<file path="src/rtl/rqps_pkg.sv">
package rqps_pkg;

    localparam int QUEUE_DEPTH = 16;
    localparam int IDX_W       = (QUEUE_DEPTH > 1) ? $clog2(QUEUE_DEPTH) : 1;
    localparam int CNT_W       = $clog2(QUEUE_DEPTH + 1);
    localparam int OCC_W       = 5;
    localparam int MODE_W      = 2;
    localparam int KEY_W       = 16;

    localparam logic [MODE_W-1:0] MODE_ARRIVAL  = 2'd0;
    localparam logic [MODE_W-1:0] MODE_SHORTEST = 2'd1;
    localparam logic [MODE_W-1:0] MODE_PRIORITY = 2'd2;

    localparam logic OP_ENQUEUE = 1'b0;
    localparam logic OP_DEQUEUE = 1'b1;

    typedef enum logic [1:0] {
        ST_OK    = 2'd0,
        ST_EMPTY = 2'd1,
        ST_FULL  = 2'd2
    } t_status;

    typedef enum logic [2:0] {
        S_IDLE,
        S_ENQ,
        S_WALK,
        S_PLACE,
        S_DEQ,
        S_DEQ_DATA,
        S_FINISH
    } t_state;

    typedef struct packed {
        logic        opcode;
        logic [7:0]  task_id;
        logic [7:0]  task_priority;
        logic [15:0] task_burst;
    } t_in_item;

    typedef struct packed {
        logic [7:0]       next_task;
        logic             next_valid;
        t_status          status;
        logic [OCC_W-1:0] occupancy;
    } t_out_item;

    typedef struct packed {
        logic [7:0]       tid;
        logic [KEY_W-1:0] key;
    } t_slot;

    function automatic logic [OCC_W-1:0] occ_of(input logic [CNT_W-1:0] cnt);
        logic [CNT_W+OCC_W-1:0] wide;
        wide = (CNT_W + OCC_W)'(cnt);
        return wide[OCC_W-1:0];
    endfunction

endpackage

</file>
<file path="src/rtl/rqps_ram.sv">
module rqps_ram #(
    parameter int WIDTH = 24,
    parameter int DEPTH = 16
) (
    input  logic                                      i_clk,
    input  logic                                      i_we,
    input  logic [((DEPTH > 1) ? $clog2(DEPTH) : 1)-1:0] i_waddr,
    input  logic [WIDTH-1:0]                          i_wdata,
    input  logic                                      i_re,
    input  logic [((DEPTH > 1) ? $clog2(DEPTH) : 1)-1:0] i_raddr,
    output logic [WIDTH-1:0]                          o_rdata
);

    logic [WIDTH-1:0] r_mem [DEPTH];
    logic [WIDTH-1:0] r_rdata;

    always_ff @(posedge i_clk) begin
        if (i_we) begin
            r_mem[i_waddr] <= i_wdata;
        end
    end

    always_ff @(posedge i_clk) begin
        if (i_re) begin
            r_rdata <= r_mem[i_raddr];
        end
    end

    assign o_rdata = r_rdata;

endmodule

</file>
<file path="src/rtl/ready_queue_policy_scheduler.sv">
// Ready queue of up to QUEUE_DEPTH task ids held in one single-port-read RAM as a ring.
// The policy register picks arrival order or an ascending sort on burst time or priority;
// ties keep arrival order. One transaction in, one result out, one item at a time: an
// item is taken in the idle cycle. A dequeue then reads the head entry and takes its data,
// or skips the data step when the queue is empty. An arrival-order enqueue, a dropped
// enqueue or a sorted enqueue into an empty queue only writes the entry or drops it. A sorted
// enqueue into a nonempty queue walks down from the tail past each queued entry whose key
// exceeds the new key, moving one entry per cycle through the RAM read and write ports,
// then writes the new entry. A full, stalled result register holds the block in its finish state.
module ready_queue_policy_scheduler (
    input  logic                          i_clk,
    input  logic                          i_rst_n,
    input  logic                          i_in_valid,
    input  rqps_pkg::t_in_item            i_in_data,
    output logic                          o_in_stall,
    output logic                          o_out_valid,
    output rqps_pkg::t_out_item           o_out_data,
    input  logic                          i_out_stall,
    input  logic                          i_cfg_valid,
    input  logic [rqps_pkg::MODE_W-1:0]   i_cfg_data,
    output logic                          o_cfg_ready
);

    import rqps_pkg::*;

    t_state           r_state, n_state;
    logic [MODE_W-1:0] r_mode;
    logic [CNT_W-1:0] r_count, n_count;
    logic [IDX_W-1:0] r_head, n_head;
    logic [IDX_W-1:0] r_idx, n_idx;
    t_slot            r_item, n_item;
    logic             r_sorted, n_sorted;
    logic [7:0]       r_res_task, n_res_task;
    logic             r_res_valid, n_res_valid;
    t_status          r_res_status, n_res_status;
    logic             r_out_valid;
    t_out_item        r_out_data;

    logic             w_accept;
    logic             w_full;
    logic             w_gt;
    logic             w_load;
    logic [IDX_W-1:0] w_cnt_idx;
    logic             w_we, w_re;
    logic [IDX_W-1:0] w_waddr, w_raddr;
    t_slot            w_wdata;
    t_slot            w_rd;

    function automatic logic [IDX_W-1:0] phys(input logic [IDX_W-1:0] head,
                                              input logic [IDX_W-1:0] pos);
        logic [IDX_W:0] sum;
        sum = {1'b0, head} + {1'b0, pos};
        if (sum >= (IDX_W + 1)'(QUEUE_DEPTH)) begin
            sum = sum - (IDX_W + 1)'(QUEUE_DEPTH);
        end
        return sum[IDX_W-1:0];
    endfunction

    rqps_ram #(
        .WIDTH ($bits(t_slot)),
        .DEPTH (QUEUE_DEPTH)
    ) u_ram (
        .i_clk   (i_clk),
        .i_we    (w_we),
        .i_waddr (w_waddr),
        .i_wdata (w_wdata),
        .i_re    (w_re),
        .i_raddr (w_raddr),
        .o_rdata (w_rd)
    );

    assign o_in_stall  = (r_state != S_IDLE);
    assign o_cfg_ready = 1'b1;
    assign o_out_valid = r_out_valid;
    assign o_out_data  = r_out_data;

    assign w_accept  = i_in_valid && (r_state == S_IDLE);
    assign w_full    = (r_count == CNT_W'(QUEUE_DEPTH));
    assign w_gt      = (w_rd.key > r_item.key);
    assign w_load    = (r_state == S_FINISH) && (!r_out_valid || !i_out_stall);
    assign w_cnt_idx = r_count[IDX_W-1:0];

    always_comb begin
        n_state = r_state;
        unique case (r_state)
            S_IDLE: begin
                if (w_accept) begin
                    n_state = (i_in_data.opcode == OP_DEQUEUE) ? S_DEQ : S_ENQ;
                end
            end
            S_ENQ: begin
                if (w_full || !r_sorted || r_count == '0) begin
                    n_state = S_FINISH;
                end else begin
                    n_state = S_WALK;
                end
            end
            S_WALK: begin
                if (!w_gt) begin
                    n_state = S_FINISH;
                end else if (r_idx == '0) begin
                    n_state = S_PLACE;
                end
            end
            S_PLACE:    n_state = S_FINISH;
            S_DEQ:      n_state = (r_count == '0) ? S_FINISH : S_DEQ_DATA;
            S_DEQ_DATA: n_state = S_FINISH;
            S_FINISH: begin
                if (w_load) begin
                    n_state = S_IDLE;
                end
            end
            default:    n_state = S_IDLE;
        endcase
    end

    always_comb begin
        n_count      = r_count;
        n_head       = r_head;
        n_idx        = r_idx;
        n_item       = r_item;
        n_sorted     = r_sorted;
        n_res_task   = r_res_task;
        n_res_valid  = r_res_valid;
        n_res_status = r_res_status;
        w_we         = 1'b0;
        w_waddr      = '0;
        w_wdata      = r_item;
        w_re         = 1'b0;
        w_raddr      = '0;
        unique case (r_state)
            S_IDLE: begin
                if (w_accept) begin
                    n_item.tid = i_in_data.task_id;
                    n_sorted   = (r_mode == MODE_SHORTEST) || (r_mode == MODE_PRIORITY);
                    if (r_mode == MODE_SHORTEST) begin
                        n_item.key = i_in_data.task_burst;
                    end else if (r_mode == MODE_PRIORITY) begin
                        n_item.key = KEY_W'(i_in_data.task_priority);
                    end else begin
                        n_item.key = '0;
                    end
                end
            end
            S_ENQ: begin
                n_res_task   = '0;
                n_res_valid  = 1'b0;
                n_res_status = ST_OK;
                if (w_full) begin
                    n_res_status = ST_FULL;
                end else if (!r_sorted || r_count == '0) begin
                    w_we    = 1'b1;
                    w_waddr = phys(r_head, w_cnt_idx);
                    n_count = r_count + CNT_W'(1);
                end else begin
                    w_re    = 1'b1;
                    w_raddr = phys(r_head, w_cnt_idx - IDX_W'(1));
                    n_idx   = w_cnt_idx - IDX_W'(1);
                end
            end
            S_WALK: begin
                w_re    = (r_idx != '0);
                w_raddr = phys(r_head, r_idx - IDX_W'(1));
                w_we    = 1'b1;
                w_waddr = phys(r_head, r_idx + IDX_W'(1));
                if (w_gt) begin
                    w_wdata = w_rd;
                    if (r_idx != '0) begin
                        n_idx = r_idx - IDX_W'(1);
                    end
                end else begin
                    n_count = r_count + CNT_W'(1);
                end
            end
            S_PLACE: begin
                w_we    = 1'b1;
                w_waddr = r_head;
                n_count = r_count + CNT_W'(1);
            end
            S_DEQ: begin
                n_res_task  = '0;
                n_res_valid = 1'b0;
                if (r_count == '0) begin
                    n_res_status = ST_EMPTY;
                end else begin
                    n_res_status = ST_OK;
                    w_re         = 1'b1;
                    w_raddr      = r_head;
                end
            end
            S_DEQ_DATA: begin
                n_res_task  = w_rd.tid;
                n_res_valid = 1'b1;
                n_count     = r_count - CNT_W'(1);
                n_head      = (r_head == IDX_W'(QUEUE_DEPTH - 1)) ? '0
                                                                  : r_head + IDX_W'(1);
            end
            S_FINISH: begin
            end
            default: begin
            end
        endcase
    end

    always_ff @(posedge i_clk) begin
        if (!i_rst_n) begin
            r_state     <= S_IDLE;
            r_mode      <= MODE_ARRIVAL;
            r_count     <= '0;
            r_head      <= '0;
            r_out_valid <= 1'b0;
        end else begin
            r_state <= n_state;
            r_count <= n_count;
            r_head  <= n_head;
            if (i_cfg_valid && o_cfg_ready) begin
                r_mode <= i_cfg_data;
            end
            if (w_load) begin
                r_out_valid <= 1'b1;
            end else if (!i_out_stall) begin
                r_out_valid <= 1'b0;
            end
        end
    end

    always_ff @(posedge i_clk) begin
        r_idx        <= n_idx;
        r_item       <= n_item;
        r_sorted     <= n_sorted;
        r_res_task   <= n_res_task;
        r_res_valid  <= n_res_valid;
        r_res_status <= n_res_status;
        if (w_load) begin
            r_out_data.next_task  <= r_res_task;
            r_out_data.next_valid <= r_res_valid;
            r_out_data.status     <= r_res_status;
            r_out_data.occupancy  <= occ_of(r_count);
        end
    end

endmodule

</file>
<file path="config.mk">
export PLATFORM = sky130hd
export DESIGN_NAME = ready_queue_policy_scheduler
export DESIGN_NICKNAME = d
export VERILOG_FILES = /design/src/rtl/rqps_pkg.sv /design/src/rtl/rqps_ram.sv /design/src/rtl/ready_queue_policy_scheduler.sv
export SDC_FILE = /design/constraint.sdc
export NUM_CORES = 1
export LEC_CHECK = 0
export BUFFER_PORTS_ARGS = -buffer_cell sky130_fd_sc_hd__buf_4
export CAP_MARGIN = 10
export CORE_UTILIZATION = 60
export CTS_BUF_LIST = sky130_fd_sc_hd__clkbuf_16
export CTS_CLUSTER_SIZE = 20
export DETAILED_ROUTE_END_ITERATION = 16
export PLACE_DENSITY = 0.78
export RECOVER_POWER = 100
export SLEW_MARGIN = 20
export SYNTH_ARGS = -nofsm -noshare
export SYNTH_HDL_FRONTEND = slang
export SYNTH_SLANG_ARGS = --single-unit
export TNS_END_PERCENT = 1
</file>
<file path="constraint.sdc">
create_clock -name i_clk -period 4.8 [get_ports i_clk]
set_input_delay 0.72 -clock i_clk [delete_from_list [all_inputs] [get_ports i_clk]]
set_output_delay 0.72 -clock i_clk [all_outputs]
set_load 0.005 [all_outputs]
</file>
== Word-level counts from Yosys, hierarchy flattened ==
Memories as Yosys holds them, arrays and structs flattened. A register that Yosys moved wholly into a read port is not among the register bits.
Cells that the tools add are included.
Cells by class
  order comparisons: 5
  eq/ne operators: 20
  muxes and demuxes: 49
  multipliers: 0
  reduce and logical (&&, ||, !) cells: 26
  div/mod/pow operators: 0
  bitwise logic cells: 0
  add/sub/neg operators: 14
  shifts and indexed selects: 0
Operator list (count)
  2-to-1 mux 4 bit: 14
  2-to-1 mux 24 bit: 2
  case mux 4 bit (3 select lines): 2
  subtractor 4 x 1 -> 4 bit, second input constant: 6
  adder 4 x 4 -> 5 bit: 4
  >= comparator 5 bit, second input constant: 4
  case mux 5 bit (4 select lines): 1
  2-to-1 mux 3 bit: 6
  case mux 3 bit (6 select lines): 1
  > comparator 16 bit: 1
  2-to-1 mux 16 bit: 1
  inequality test 2 bit, second input constant: 8
  case mux 8 bit (2 select lines): 1
  2-to-1 mux 5 bit: 3
  2-to-1 mux 1 bit: 10
  equality test 3 bit, second input constant: 3
  adder 4 x 1 -> 4 bit, second input constant: 2
  2-to-1 mux 8 bit: 1
  case mux 4 bit (2 select lines): 1
  nonzero test 4 bit: 2
  equality test 3 x 2 -> 1 bit, second input constant: 2
  nonzero test 2 bit: 3
  OR reduction 2 bit: 3
  adder 5 x 1 -> 5 bit, second input constant: 1
  other kinds (23): 32
Word-level totals
  bits in read-only memories: 0
  output and inout bits: 19
  bits of input ports: 40
  memory bits (writable): 384
  register bits: 71
  bits in latches: 0
  word-level logic and storage cells: 131
  memories kept: 1
Memory list
  u_ram.r_mem: words 16, width 24, rd ports 1, clocked after memory_dff 1, wr ports 1, line rqps_ram.sv:14  | logic [WIDTH-1:0] r_mem [DEPTH];

== Longest topological paths before layout ==
  word-level depth: 7
  depth in mapped cells: 13
  depth with buffers taken out: 10

== By module ==
From an unflattened synthesis, not the netlist that was laid out.
Second synthesis, totals
  cells, all modules: 1045
  area total of the unflattened synthesis: 19412.4 sq um
Modules (own cells, without submodules)
  rqps_ram: times used 1, area each 15170.8 sq um, cells each 636
  ready_queue_policy_scheduler: times used 1, area each 4241.6 sq um, cells each 409

== Least setup slack after synthesis ==
OpenSTA, ideal clock, no wires.
  path kind: register to register
  start point: register r_idx[0]
  end point: memory u_ram.r_mem[2][0] (enable)
  library setup time: 0.435 ns
  clock period less this slack: 4.164 ns
  data required time: 4.365 ns
  path buffers: 0
  path slack: 0.636 ns
  arrival time: 3.729 ns
  stages on the path, launching flop included: 10
  cells stage by stage: edfxtp_1 > inv_1 > ha_1 > ha_1 > a21o_1 > a21oi_1 > xnor2_1 > o21ba_2 > o22a_1 > nor3_1
Between the ends
  cells in the longest elaborated chain, start to end: 5
Ends and longest elaborated chain
  from (decl): line ready_queue_policy_scheduler.sv:30  | logic [IDX_W-1:0] r_idx, n_idx;
  from (signal assigned): line ready_queue_policy_scheduler.sv:228  | r_idx <= n_idx;
  adder 4 x 1 -> 4 bit (*): line ready_queue_policy_scheduler.sv:165  | w_waddr = phys(r_head, r_idx + IDX_W'(1));
  adder 4 x 4 -> 5 bit (*): line ready_queue_policy_scheduler.sv:52  | sum = {1'b0, head} + {1'b0, pos};
  subtractor 4 x 1 -> 4 bit or >= comparator 5 bit (tied branches): line ready_queue_policy_scheduler.sv:54, ready_queue_policy_scheduler.sv:53
  2-to-1 mux 4 bit (*): line ready_queue_policy_scheduler.sv:53  | if (sum >= (IDX_W + 1)'(QUEUE_DEPTH)) begin
  case mux 4 bit (3 select lines) (*): line ready_queue_policy_scheduler.sv:131  | unique case (r_state)
  to (decl): line rqps_ram.sv:14
Mark *: on every way between the ends. The rest lies on a longest branch, timed or not.

== Worst setup path in the final report ==
  start point: register r_state[1]
  end point: register u_ram.r_rdata[6], in the netlist u_ram.o_rdata[6], read port of u_ram.r_mem (data pin)
Between the ends
  cells in the longest elaborated chain, start to end: 2
Ends and longest elaborated chain
  from (decl): line ready_queue_policy_scheduler.sv:26  | t_state r_state, n_state;
  from (signal assigned): line ready_queue_policy_scheduler.sv:213  | r_state <= n_state;
  equality test 3 bit (tied with other cells): line ready_queue_policy_scheduler.sv:131
  case mux 4 bit (3 select lines) or case mux 1 bit (3 select lines) (tied branches): line ready_queue_policy_scheduler.sv:131
  to (decl): line rqps_ram.sv:15  | logic [WIDTH-1:0] r_rdata;
Parallel ways exist; a longest one is shown, timed or not.
A chain may end at the register's enable or synchronous reset.

==> results.json <==
{
  "hold_path_class": "input port to flip-flop",
  "numClockSinks": 479,
  "slew_viol_final": 34,
  "fin_skew_ns": 0.01501,
  "antenna_found_initial": 0,
  "ctsResizeCount": 0,
  "drt_iter0_drc": 1410,
  "synth-seq-cells": 479,
  "gp_congestion": 0.8571,
  "period_share_pct": 87.62,
  "hold_viol_final": 0,
  "ioPinCount": 59,
  "regArea_mm2": 0.01423,
  "dpl_cell_area_mm2": 0.02165,
  "dp_hpwl_mm": 28.31,
  "routed_wl_mm": 48.99,
  "cts_buffer_depth": 3,
  "cp-start-kind": "flip-flop",
  "wl_per_cell_um": 26.21,
  "port-buffer-count": 57,
  "powerDensity_mw_per_mm2": 558.2,
  "arrival_ns": 4.50,
  "drive_gt1_share_pct": 12.32,
  "fillers": 2222,
  "grt_use_total_pct": 28.08,
  "setup_viol": 0,
  "rows": 67,
  "die_h_um": 187.0,
  "grt_pass1_vias": 12460,
  "grt_max_degree": 147,
  "rsz0062_at_grt": "no",
  "grt_pass1_wl_mm": 74.78,
  "syn_inst": 1335,
  "crit_required_ns": 5.10,
  "ys_seq_area_share_pct": 69.32,
  "synth.distinct_cells": 55,
  "final_nets": 1469,
  "status": "complete, but fails checks",
  "cts.reportedPaths.clkPinSlew_ns": 0.06,
  "core_mm2": 0.03362,
  "insertion_delay_ns": 0.56,
  "n_antenna_cell": 0,
  "grt_overflow": 0,
  "period_needed_ns": 4.206,
  "floorplan.initialDensity_pct": 61.08,
  "h-tree-depth": 2,
  "slew_headroom_pct": -2.764,
  "die-area_mm2": 0.03497,
  "yosysWarningCount": 0,
  "ant_nets": 0,
  "synth_top_area_share_pct": 67.86,
  "synthArstFlopShare_pct": 0,
  "cts_root_buffer": "clkbuf_16",
  "cap_viol_max_count": 2,
  "synth_ff_type": "edfxtp_1",
  "cts_tree": "done",
  "synth.area.top_cells": "edfxtp_1 (68%), a2111oi_0 (8.2%), and3_1 (4.6%)",
  "worstMarginPinSlew_ns": 1.541,
  "syn_area_mm2": 0.02053,
  "hold_buffers": 0,
  "post-cts-setup-buffer-count": 0,
  "vias": 12730,
  "vdd_drop_max_mv": 0.3930,
  "tritoncts.num_buffers": 47,
  "dr.pass1.iters": 5,
  "syn_to_final_growth_pct": 11.43,
  "synth_edf_count": 464,
  "drc_errors": 0,
  "worstSetupPathType": "flip-flop to flip-flop",
  "fmax_mhz": 237.8,
  "avgSynthCellArea_um2": 15.38,
  "synthesis.nets": 1417,
  "timing.setup.tns_ns": 0,
  "yosysTopAreaCell": "edfxtp_1",
  "end_kind": "flip-flop",
  "multiInputGateArea_mm2": 0.005769,
  "violations": "capacitance limit, slew limit",
  "routed_via_density": 6.810,
  "die_x_um": 187.0,
  "p_leak_uw": 0.007628,
  "critPathMaxFanout": 41,
  "stdcell_area_mm2": 0.02288
}
## power breakdown
group          internal, uW  switching, uW  total, uW
clock                  1880           1500       3380
combinational          1110           2310       3420
sequential             5720            261       5980
total                  8710           4070      12800
## through the flow
stage	hold slack [ns]	utilization (%)	setup WS (ns)	instances	power [uW]
2_1_floorplan	0.4003	-	0.6356	1335	8237
3_3_place_gp	0.4004	64.42	0.8543	1786	9407
3_5_place_dp	0.4056	64.42	0.8587	1786	9534
4_1_cts	0.3266	68.57	0.8258	1869	12870
5_1_grt	0.3522	68.06	0.3815	1869	13270
6_report	0.3645	68.06	0.5943	1869	12770
## area by class of cell
cell class	count	area share (%)
Sequential cell	479	62.21
Multi-Input combinational cell	716	25.21
Clock buffer	47	5.140
Timing Repair Buffer	109	3.472
Tap cell	448	2.450
Clock inverter	36	0.9570
Inverter	34	0.5578
## metal layers
metal	share of wire [%]	global-route usage, %	vias to the layer above	wire (um)
met5	0	0	-	0
met4	3.6	10.91	0	1757
met3	8.1	4.503	130	3976
met2	48	44.73	673	23290
met1	41	39.23	6370	19970
li1	-	-	5554	-
## cell families (layout without fill, tap and decap cells)
family                     count (synthesis)  in the layout  synth area share (%)
muxes                                    104            104                 5.362
and+or+nand+nor                          279            279                 7.897
AOI/OAI and AO/OA                        271            271                 10.98
adders and majority gates                 42             42                 2.742
buffers and inverters                    140            226                 2.870
other                                      1              1               0.01826
xor gates and xnor gates                  19             19                0.8104
DFF                                      479            479                 69.32
## cell usage in the layout, fill, tap and decap left out, types with 10 or more instances in the layout
cell / netlist / layout
mux2_2: 48 / 10
a21o_1: 10 / 10
a21oi_1: 19 / 19
clkbuf_16: 0 / 47
nor3_1: 11 / 10
dfxtp_1: 15 / 15
inv_1: 34 / 48
xnor2_1: 13 / 13
mux2i_1: 56 / 56
mux2_1: 0 / 38
edfxtp_1: 464 / 464
a2111oi_0: 192 / 192
clkinv_1: 0 / 11
nor2_1: 25 / 21
nand2_1: 33 / 32
and2_1: 20 / 10
clkbuf_1: 74 / 21
buf_4: 7 / 50
and2_0: 0 / 10
ha_1: 37 / 37
and3_1: 151 / 150
clkbuf_4: 0 / 24
## final timing paths
kind | slack [ns] | from | cells past startpoint | endpoint
max | 0.59 | r_state[1] | 7 | u_ram.o_rdata[6]
min | 0.36 | i_in_data[31] | 1 | r_item[23]
max reg2reg | 0.59 | r_state[1] | 7 | u_ram.o_rdata[6]
min reg2reg | 0.41 | r_res_task[1] | 0 | o_out_data[9]
## flip-flops by register name, summed over array words and instances, names as in the netlist
name,flops
o_out_data,16
o_out_valid,1
r_count,5
r_head,4
r_idx,4
r_item,24
r_mode,2
r_res_status,2
r_res_task,8
r_res_valid,1
r_sorted,1
r_state,3
u_ram.o_rdata,24
u_ram.r_mem,384
## synthesized netlist by cell type (7+ instances only)
cell type / number
a21o_1: 10
ha_1: 37
xnor2_1: 13
buf_2: 24
inv_1: 34
and2_1: 20
nor2_1: 25
mux2_2: 48
clkbuf_1: 74
edfxtp_1: 464
a21oi_1: 19
a2111oi_0: 192
o21ai_0: 9
and3_1: 151
mux2i_1: 56
dfxtp_1: 15
buf_4: 7
nand2_1: 33
nor3_1: 11
a22o_1: 8
nand3_1: 11
## worst max-delay path, stage by stage, from the launching register on
cell	delay [ns]
dfxtp_1	0.73
nor3b_1	1.05
nand2_1	0.19
and3_2	0.61
nor2_1	0.39
buf_4	0.39
a2111oi_0	0.21
mux2_1	0.35
(Power assumes the default switching activity.)
